**src/rtl/core/blid_pkg.sv**
```systemverilog
`timescale 1ns / 1ps

package blid_pkg;

   localparam int DEFAULT_CAPACITY = 32;
   localparam int VALUE_W = 32;

   typedef enum logic [1:0] {
      REQ_PUSH_FRONT = 2'd0,
      REQ_APPEND     = 2'd1,
      REQ_DELETE     = 2'd2,
      REQ_NOP        = 2'd3
   } req_kind_type;

   // What every cell does with its value
   typedef enum logic [2:0] {
      CELL_HOLD,
      CELL_PUSH,
      CELL_APPEND,
      CELL_DELETE,
      CELL_ROTATE
   } cell_cmd_type;

   typedef struct packed {
      logic [1:0]                 req_type;
      logic signed [VALUE_W-1:0]  item_value;
   } req_payload_type;

   typedef struct packed {
      logic signed [VALUE_W-1:0]  elem_value;
      logic                       is_last;
      logic                       list_empty;
      logic                       insert_dropped;
   } rsp_payload_type;

endpackage

```
**src/rtl/core/bounded_list_insert_delete_unit.sv**
```systemverilog
`timescale 1ns / 1ps

// Bounded ordered list of signed 32-bit values, held in a row of CAPACITY cells.
// Request: drive req_payload and raise start; the request is taken at a clock
// edge where start is high and busy is low. Kinds: push at front, append at
// back, delete at position (negative position deletes index 1, positions past
// the end change nothing), no change.
// The list edit happens in the accept cycle, in all cells at once.
// Response: starting the cycle after accept, the whole list is sent front to
// back, one beat per cycle on rsp_payload with rsp_strobe high; is_last marks
// the final beat. An empty list gives one beat with list_empty set. An insert
// into a full list is dropped and every beat of that request has insert_dropped.
// The list holds up to CAPACITY elements. The beats come from cell 0 while the
// cell row rotates by one position per beat, so the element count sets the
// length of the response.
// busy stays high while beats go out. The receiver cannot stall: each beat is
// valid for one cycle only. Reset empties the list and returns to idle.
module bounded_list_insert_delete_unit #(
   parameter int CAPACITY = blid_pkg::DEFAULT_CAPACITY
) (
   input  logic                      clock,
   input  logic                      reset,
   input  logic                      start,
   output logic                      busy,
   input  blid_pkg::req_payload_type req_payload,
   output logic                      rsp_strobe,
   output blid_pkg::rsp_payload_type rsp_payload
);
   import blid_pkg::*;

   localparam int CNT_W = $clog2(CAPACITY + 1);
   localparam logic [CNT_W-1:0] FULL = CNT_W'(CAPACITY);

   typedef enum logic [1:0] {
      ST_IDLE = 2'b01,
      ST_EMIT = 2'b10
   } state_type;

   state_type        state_ff, state_in;
   logic [CNT_W-1:0] count_ff, count_in;
   logic [CNT_W-1:0] beat_ff, beat_in;
   logic             dropped_ff, dropped_in;

   logic                      accept;
   logic                      full;
   logic                      last_beat;
   logic [VALUE_W-1:0]        del_pos;
   logic                      del_ok;
   logic [CNT_W-1:0]          pos;
   cell_cmd_type              cmd;
   logic signed [VALUE_W-1:0] values [CAPACITY];

   assign busy   = (state_ff != ST_IDLE);
   assign accept = start && !busy;
   assign full   = (count_ff == FULL);

   assign del_pos = req_payload.item_value[VALUE_W-1] ? VALUE_W'(1)
                                                      : req_payload.item_value;
   assign del_ok  = (del_pos < VALUE_W'(count_ff));
   assign pos     = del_pos[CNT_W-1:0];

   assign last_beat = (count_ff == '0) || (CNT_W'(beat_ff + 1'b1) == count_ff);

   always_comb begin
      cmd        = CELL_HOLD;
      count_in   = count_ff;
      dropped_in = dropped_ff;
      if (accept) begin
         dropped_in = 1'b0;
         case (req_payload.req_type)
            REQ_PUSH_FRONT, REQ_APPEND: begin
               if (full) begin
                  dropped_in = 1'b1;
               end else begin
                  cmd      = (req_payload.req_type == REQ_PUSH_FRONT) ? CELL_PUSH
                                                                      : CELL_APPEND;
                  count_in = count_ff + 1'b1;
               end
            end
            REQ_DELETE: begin
               if (del_ok) begin
                  cmd      = CELL_DELETE;
                  count_in = count_ff - 1'b1;
               end
            end
            default: cmd = CELL_HOLD;
         endcase
      end else if (state_ff == ST_EMIT && count_ff != '0) begin
         cmd = CELL_ROTATE;
      end
   end

   always_comb begin
      state_in = state_ff;
      beat_in  = beat_ff;
      case (state_ff)
         ST_IDLE: begin
            beat_in = '0;
            if (accept) state_in = ST_EMIT;
         end
         ST_EMIT: begin
            if (last_beat) begin
               state_in = ST_IDLE;
               beat_in  = '0;
            end else begin
               beat_in = beat_ff + 1'b1;
            end
         end
         default: begin
            state_in = ST_IDLE;
            beat_in  = '0;
         end
      endcase
   end

   always_ff @(posedge clock) begin
      if (reset) begin
         state_ff   <= ST_IDLE;
         count_ff   <= '0;
         beat_ff    <= '0;
         dropped_ff <= 1'b0;
      end else begin
         state_ff   <= state_in;
         count_ff   <= count_in;
         beat_ff    <= beat_in;
         dropped_ff <= dropped_in;
      end
   end

   for (genvar i = 0; i < CAPACITY; i++) begin : g_cell
      logic signed [VALUE_W-1:0] left_v, right_v;
      if (i == 0) begin : g_first
         assign left_v = '0;
      end else begin : g_mid
         assign left_v = values[i-1];
      end
      if (i == CAPACITY - 1) begin : g_end
         assign right_v = '0;
      end else begin : g_body
         assign right_v = values[i+1];
      end
      blid_cell #(
         .INDEX (i),
         .CNT_W (CNT_W)
      ) u_cell (
         .clock       (clock),
         .cmd         (cmd),
         .count       (count_ff),
         .pos         (pos),
         .new_value   (req_payload.item_value),
         .left_value  (left_v),
         .right_value (right_v),
         .head_value  (values[0]),
         .value       (values[i])
      );
   end

   assign rsp_strobe                 = (state_ff == ST_EMIT);
   assign rsp_payload.elem_value     = (count_ff == '0) ? '0 : values[0];
   assign rsp_payload.is_last        = last_beat;
   assign rsp_payload.list_empty     = (count_ff == '0);
   assign rsp_payload.insert_dropped = dropped_ff;

endmodule

```
**src/rtl/core/blid_cell.sv**
```systemverilog
`timescale 1ns / 1ps

module blid_cell #(
   parameter int INDEX = 0,
   parameter int CNT_W = 6
) (
   input  logic                                clock,
   input  blid_pkg::cell_cmd_type              cmd,
   input  logic [CNT_W-1:0]                    count,
   input  logic [CNT_W-1:0]                    pos,
   input  logic signed [blid_pkg::VALUE_W-1:0] new_value,
   input  logic signed [blid_pkg::VALUE_W-1:0] left_value,
   input  logic signed [blid_pkg::VALUE_W-1:0] right_value,
   input  logic signed [blid_pkg::VALUE_W-1:0] head_value,
   output logic signed [blid_pkg::VALUE_W-1:0] value
);
   import blid_pkg::*;

   localparam logic [CNT_W-1:0] IDX      = CNT_W'(INDEX);
   localparam logic [CNT_W-1:0] IDX_NEXT = CNT_W'(INDEX + 1);

   logic signed [VALUE_W-1:0] value_ff;
   logic signed [VALUE_W-1:0] value_in;

   always_comb begin
      value_in = value_ff;
      case (cmd)
         CELL_PUSH: begin
            value_in = (IDX == '0) ? new_value : left_value;
         end
         CELL_APPEND: begin
            if (IDX == count) value_in = new_value;
         end
         CELL_DELETE: begin
            if (IDX >= pos) value_in = right_value;
         end
         CELL_ROTATE: begin
            // the tail slot takes the head so the list comes back in place
            value_in = (IDX_NEXT == count) ? head_value : right_value;
         end
         default: value_in = value_ff;
      endcase
   end

   always_ff @(posedge clock) begin
      value_ff <= value_in;
   end

   assign value = value_ff;

endmodule

```
**config.mk**
```make
export PLATFORM = sky130hd
export DESIGN_NAME = bounded_list_insert_delete_unit
export DESIGN_NICKNAME = d
export VERILOG_FILES = /design/src/rtl/core/blid_pkg.sv /design/src/rtl/core/bounded_list_insert_delete_unit.sv /design/src/rtl/core/blid_cell.sv
export SDC_FILE = /design/constraint.sdc
export NUM_CORES = 2
export LEC_CHECK = 0
export ABC_CLOCK_PERIOD_IN_PS = 16200
export BUFFER_PORTS_ARGS = -buffer_cell sky130_fd_sc_hd__buf_2
export CAP_MARGIN = 20
export CELL_PAD_IN_SITES_DETAIL_PLACEMENT = 1
export CELL_PAD_IN_SITES_GLOBAL_PLACEMENT = 1
export CORE_MARGIN = 2
export CORE_UTILIZATION = 46
export DETAILED_ROUTE_END_ITERATION = 8
export PLACE_DENSITY = 0.8
export SYNTH_ARGS = -nofsm -noshare
export SYNTH_HDL_FRONTEND = slang
export SYNTH_HIERARCHICAL = 1
export SYNTH_SLANG_ARGS = --single-unit
```
**constraint.sdc**
```tcl
create_clock -name clock -period 16.2 [get_ports clock]
set_input_delay 3.24 -clock clock [delete_from_list [all_inputs] [get_ports clock]]
set_output_delay 3.24 -clock clock [all_outputs]
set_load 0.01 [all_outputs]
```
# Yosys cells after proc, flatten, opt, wreduce, memory -nomap -nowiden
# Index checks and enable logic that the tools add are counted.
# op_classes
shifts	0
reduce_logical	45
bitwise	1
mul	0
magnitude_cmp	33
muxes	144
n_div	0
eq_ne	112
add_sub_neg	3
# ops
cell	count
$pmux W32 S4	32
$mux W32	97
$ne A2 B1 Y1 const B	65
$eq A5 B6 Y1 const A	16
$ge A5 B6 Y1 const A	16
$reduce_and A3 Y1	31
$eq A4 B6 Y1 const A	8
$ge A4 B6 Y1 const A	8
$lt A31 B6 Y1	1
$mux W31	1
$eq A3 B6 Y1 const A	4
$ge A3 B6 Y1 const A	4
$add A6 B1 Y6 const B	2
$eq A2 B6 Y1 const A	2
$ge A1 B6 Y1 const A	2
$ge A2 B6 Y1 const A	2
$mux W6	2
$pmux W6 S2	1
$mux W2	5
$ne A2 B2 Y1 const B	5
$reduce_and A4 Y1	2
$eq A1 B6 Y1 const A	1
$eq A3 B2 Y1 const B	2
$eq A6 B6 Y1	1
other kinds (23)	28
# word_totals
n_memories	0
out_inout_bits	37
wordCells	374
ram_bits	0
romBits	0
in_bits	37
latchBits	0
register_bits	1039

# Logic depth before layout (Yosys ltp)
# depth
word_depth	8
depth_mapped	13
ltp_nobuf	11

# By module
# The synthesis kept the hierarchy.
# modules_own_cells
module	area_each_um2	seq_area_each_um2	n_inst	cells_per_inst
blid_cell (g_cell[12].u_cell ...)	2313.5	960.9	2	262
blid_cell (g_cell[22].u_cell ...)	2302.2	960.9	2	262
blid_cell (g_cell[13].u_cell)	2877.8	960.9	1	308
blid_cell (g_cell[30].u_cell)	2875.3	960.9	1	289
blid_cell (g_cell[29].u_cell)	2867.8	960.9	1	304
blid_cell (g_cell[0].u_cell)	2820.2	960.9	1	281
blid_cell (g_cell[24].u_cell)	2342.2	960.9	1	264
blid_cell (g_cell[18].u_cell)	2324.7	960.9	1	263
blid_cell (g_cell[10].u_cell)	2322.2	960.9	1	263
blid_cell (g_cell[16].u_cell)	2306.0	960.9	1	262
blid_cell (g_cell[14].u_cell)	2301.0	960.9	1	260
blid_cell (g_cell[25].u_cell)	2299.7	960.9	1	261
blid_cell (g_cell[2].u_cell)	2299.7	960.9	1	229
blid_cell (g_cell[26].u_cell)	2297.2	960.9	1	263
17 more rows	n/a	n/a	n/a	n/a

# Worst setup path after synthesis
# OpenSTA, ideal clock, no wires.
# synth_timing
path_type	input to register
start	input req_payload[4] (netlist name)
end	register g_cell[11].u_cell.value_ff[0], enable pin
slack_ns	-0.750
stages	8
setup_time_ns	1.119
required_ns	15.081
arrival_time_ns	15.831
n_path_buf	0
cell_sequence	nor2b_1 ha_1 nand2_1 nor2_1 a2111oi_4 o21ai_0 a21oi_1 a221oi_1
# synth_via
elab_chain_cells	8
elab_cells_between_ends	14
classes_between	order compare: 2; eq/ne: 6; mux: 4; reduce/logical: 2
# synth_rtl
element	line_no	text
from (decl)	bounded_list_insert_delete_unit.sv:25	input blid_pkg::req_payload_type req_payload,
$mux W31 (*)	bounded_list_insert_delete_unit.sv:57	assign del_pos = req_payload.item_value[VALUE_W-1] ? VALUE_W'(1)
$lt A31 B6 Y1 (*)	bounded_list_insert_delete_unit.sv:59	assign del_ok = (del_pos < VALUE_W'(count_ff));
$mux W2 (*)	bounded_list_insert_delete_unit.sv:81	if (del_ok) begin
$pmux W3 S2 (*)	bounded_list_insert_delete_unit.sv:70	case (req_payload.req_type)
$mux W3 (*)	bounded_list_insert_delete_unit.sv:68	if (accept) begin
named net cmd[1]	bounded_list_insert_delete_unit.sv:50	cell_cmd_type cmd;
$eq A3 B2 Y1 (tied with other cells)	blid_cell.sv:27	case (cmd)
$ne A2 B1 Y1 (no line) / $reduce_bool A4 Y1 (equally long branches)	n/a	
$reduce_and A3 Y1 (no line) (*)	n/a	
to (signal assigned)	blid_cell.sv:46	value_ff <= value_in;
to (decl)	blid_cell.sv:22	logic signed [VALUE_W-1:0] value_ff;
# Mark *: on every way through the listed nets, which the timed path passes. The rest lies on a longest branch.
# A chain may end at the register's enable or synchronous reset.

# Worst setup path in the final report
# layout_timing
start	input req_payload[1] (netlist name)
end	register g_cell[22].u_cell.value_ff[7], enable pin
# layout_via
elab_chain_cells	8
elab_cells_between_ends	14
classes_between	order compare: 2; eq/ne: 6; mux: 4; reduce/logical: 2
# layout_rtl
element	line_no	text
$mux W31 (*)	bounded_list_insert_delete_unit.sv:57	
named net del_pos[1]	bounded_list_insert_delete_unit.sv:47	logic [VALUE_W-1:0] del_pos;
$lt A31 B6 Y1 (*)	bounded_list_insert_delete_unit.sv:59	
$mux W2 (*)	bounded_list_insert_delete_unit.sv:81	
$pmux W3 S2 (*)	bounded_list_insert_delete_unit.sv:70	
$mux W3 (*)	bounded_list_insert_delete_unit.sv:68	
named net cmd[0]	bounded_list_insert_delete_unit.sv:50	
$eq A3 B2 Y1 (tied with other cells)	blid_cell.sv:27	
$ne A2 B1 Y1 (no line) / $reduce_bool A4 Y1 (equally long branches)	n/a	
$reduce_and A3 Y1 (no line) (*)	n/a	
to (signal assigned)	blid_cell.sv:46	
to (decl)	blid_cell.sv:22	
# Marks and branches as above.

==> results.sh <==
export IMPL_layout_cells_most_common_list="1619 x nor2_1, 1024 x edfxtp_1, 900 x mux2i_1"
export IMPL_mappedNetlistArea_mm2=0.07712
export IMPL_timing_max_slew_rel_slack_pct=22.58
export IMPL_grt_start_max_net_pins=173
export IMPL_postRouteAntennaNets=0
export IMPL_port_buffer_count=73
export IMPL_fmax_mhz=108.7
export IMPL_clock_latency_ns=0.81
export IMPL_status="complete, no violations"
export IMPL_worst_ir_drop_vdd_mv=0.1134
export IMPL_drt_pass1_iter_count=6
export IMPL_hp_class="register to register"
export IMPL_worstRegToRegCells=14
export IMPL_cellLeakagePower_nw=33.17
export IMPL_placed_cell_area_mm2=0.07902
export IMPL_yosys_synthesis_warning_count=6
export IMPL_floorplan_initialDensity_pct=46.22
export IMPL_critical_path_peak_fanout=105
export IMPL_syn2layout_area_growth_pct=7.995
export IMPL_clock_power_share_pct=38.1
export IMPL_postSynthRegisterBits=1039
export IMPL_p_switching_mw=2.359
export IMPL_route_detailed_wl_per_inst_um=33.02
export IMPL_critical_path_reg2reg_endpoint="g_cell[22].u_cell/value[7]"
export IMPL_post_drt_via_cell_ratio=7.383
export IMPL_cts_resized=0
export IMPL_number_of_enable_flip_flop_cells_after_synthesis=1024
export IMPL_report_final_hold_viol_count=0
export IMPL_tritoncts_num_buffers=131
export IMPL_seq_area_frac_synth_pct=40.26
export IMPL_holdBufCountCts=0
export IMPL_cts_sinks=1039
export IMPL_sequential_cell_area_mm2=0.03106
export IMPL_kind_of_capture_point_of_the_worst_setup_path="register"
export IMPL_netlist_cell_type_count=99
export IMPL_max_cap_viol_count=0
export IMPL_path_clk_slew_ns=0.06
export IMPL_grt_pass1_vias=80180
export IMPL_pwr_share_comb_pct=17.6
export IMPL_synth_top_flop_cell="edfxtp_1"
export IMPL_finish_instance_area_mm2=0.08329
export IMPL_power_frac_seq_pct=44.3
export IMPL_clock_path_buffers=3
export IMPL_die_area_mm2=0.1709
export IMPL_cts_root_cell="clkbuf_16"
export IMPL_number_of_vias_in_the_routed_layout=78320
export IMPL_report_final_setup_viol=0
export IMPL_die_width_um=413.5
export IMPL_die_y_um=413.5
export IMPL_synth_async_sr_flop_share_pct=0
export IMPL_final_max_slew_violation_count=0
export IMPL_grt_pass1_wl_mm=518.1
export IMPL_synth_instances=8589
export IMPL_r2r_slack_ns=10.00
export IMPL_fp_row_count=150
export IMPL_r2r_start="count_ff[3]"
export IMPL_holdPathStages=1
export IMPL_finalWorstPathRequiredPeriod_ns=9.196
export IMPL_detail_route_drc_violations=0
export IMPL_totalWireLength_mm=350.3
export IMPL_initial_antenna_violation_count=12
export IMPL_rsz0062_at_grt="false"
export IMPL_timing_hold_worst_start="beat_ff[0]"
export IMPL_core_region_area_mm2=0.1668
export IMPL_power_density_mw_per_mm2=90.07
export IMPL_switching_share_pct=31.45
export IMPL_detail_route_iter0_violations=10160
export IMPL_synthesis_area_per_instance_um2=8.979
export IMPL_holdWs_ns=0.4931
export IMPL_layout_commonest_cell="nor2_1"
export IMPL_cts_setup_buffers=0
export IMPL_fin_nets=8348
export IMPL_worst_slew_pin_slew_ns=1.161
export IMPL_drive_gt1_share_pct=9.763
export IMPL_setup_tns_ns=0
export IMPL_top_ports=74
export IMPL_crit_arrival_ns=9.66
export IMPL_worst_ep_required_time_ns=16.67
export IMPL_period_share_pct=56.76
export IMPL_globalplace_congestion=0.9068
export IMPL_worst_setup_path_type="primary input to register"
export IMPL_nFillCells=19000
export IMPL_groute_usage_overall_pct=39.64
export IMPL_multi_input_comb_area_mm2=0.04260
export IMPL_post_dp_hpwl_mm=209.7
export IMPL_grt_overflow_total=0
export IMPL_cts_max_level=4
export IMPL_finalClockSkew_ns=0.04094
export IMPL_start_kind="primary input"
export IMPL_clock_tree_from_tritoncts="yes"
export IMPL_hold_path_end="beat_ff[0]"
export IMPL_power_report_internal_total_mw=5.142
## stage by stage
stage / setup slack, ns / cells / power, mW / utilization (%)
2_1_floorplan: 2.456 / 8652 / 4.076 / -
3_3_place_gp: 6.391 / 10350 / 4.543 / 47.29
3_5_place_dp: 6.212 / 10350 / 4.609 / 47.36
4_1_cts: 7.038 / 10590 / 7.425 / 49.73
5_1_grt: 6.862 / 10600 / 7.660 / 49.91
6_report: 7.004 / 10610 / 7.502 / 49.92
## critical path: stages
cell	delay, ns
buf_2	0.14
buf_4	0.38
nor2b_2	0.87
ha_1	0.38
nand4_1	0.09
a21oi_1	0.07
a2111oi_4	0.34
o21ai_0	0.35
a21oi_4	0.94
buf_12	0.50
buf_4	0.71
nor2_1	0.44
buf_4	0.34
a311o_1	0.31
buf_4	0.30
## flip-flops by register name, indices dropped and copies added, names as in the netlist
register	count
dropped_ff	1
state_ff	2
g_cell.u_cell/value	1024
beat_ff	6
count_ff	6
## cells in the mapped netlist, types with 18 or more instances
| library cell | number | area (um^2) |
|---|---|---|
| nand3b_1 | 32 | 240.2 |
| a22oi_1 | 57 | 427.9 |
| nor2_1 | 1637 | 6145 |
| nor3_1 | 791 | 3959 |
| a41oi_1 | 35 | 306.5 |
| or4_1 | 779 | 5848 |
| mux2_2 | 64 | 720.7 |
| o21ai_1 | 312 | 1562 |
| edfxtp_1 | 1024 | 30750 |
| o22ai_1 | 148 | 925.9 |
| o21a_1 | 29 | 217.7 |
| clkbuf_1 | 387 | 1453 |
| a41oi_2 | 20 | 325.3 |
| nand4_1 | 46 | 287.8 |
| buf_6 | 45 | 506.7 |
| nand2_1 | 61 | 229.0 |
| mux2i_1 | 900 | 9009 |
| o211ai_2 | 30 | 375.4 |
| or4b_1 | 32 | 320.3 |
| buf_1 | 40 | 150.1 |
| buf_2 | 285 | 1426 |
| o2111ai_1 | 31 | 271.5 |
| or4bb_1 | 26 | 292.8 |
| inv_1 | 18 | 67.56 |
| nand2b_1 | 72 | 450.4 |
| or2_2 | 19 | 118.9 |
| a21o_1 | 101 | 758.2 |
| a21oi_1 | 74 | 370.4 |
| o21ai_0 | 795 | 3979 |
| nand3_1 | 83 | 415.4 |
| nor4bb_1 | 35 | 350.3 |
| a31oi_1 | 41 | 256.5 |
| nor4_1 | 20 | 125.1 |
| and4b_1 | 39 | 390.4 |
| buf_4 | 77 | 578.1 |
| o211ai_1 | 40 | 300.3 |
| nor2b_1 | 135 | 844.6 |
## how the worst max path moves through the flow
stage                    from                     endpoint  depth (start not counted)
5_1_grt        req_payload[1]  g_cell[21].u_cell/value[10]                         15
6_report       req_payload[1]   g_cell[22].u_cell/value[7]                         15
2_1_floorplan  req_payload[4]   g_cell[14].u_cell/value[0]                          9
3_5_place_dp   req_payload[1]   g_cell[4].u_cell/value[29]                         16
3_3_place_gp   req_payload[1]    g_cell[4].u_cell/value[0]                         16
4_1_cts        req_payload[1]   g_cell[4].u_cell/value[29]                         16
## cell families (layout without fill, tap and decap cells)
kind of cell,count (synthesis),count (layout),synth area share [%]
other,1,70,0.004862
XOR/XNOR,18,18,0.2044
multiplexers,964,964,12.62
AO/OA/AOI/OAI,1795,1795,14.04
AND/OR/NAND/NOR,3899,3899,27.11
flip-flops,1039,1039,40.26
buffers and inverters,862,609,5.578
adder cells (fa/ha/maj),11,11,0.1882
## power groups by stage
stage | sequential [mW] | combinational (mW) | clock (mW)
floorplan | 3.33 | 0.745 | 0
global placement | 3.37 | 1.18 | 0
detailed placement | 3.37 | 1.24 | 0
CTS | 3.32 | 1.25 | 2.86
global route | 3.33 | 1.38 | 2.95
finish | 3.32 | 1.32 | 2.86
## final cells by class
class	count	area share (%)
diodes	6	0.01803
clock buffers	177	4.281
clock inverters	55	0.4657
inverters	22	0.09915
multi-input cells	6751	51.14
flip-flops and latches	1039	37.29
well taps	2204	3.311
repair buffers	355	3.386
## metal layers
metal  vias up  global-route usage [%]  part of all wire [%]
met5         -                       0                0.0074
met4         4                   25.51                   7.3
met3      1601                   10.22                    12
met2      5523                   61.10                    45
met1     39180                   49.25                    36
li1      32010                       -                     -
Power figures use the tool's default switching activity.
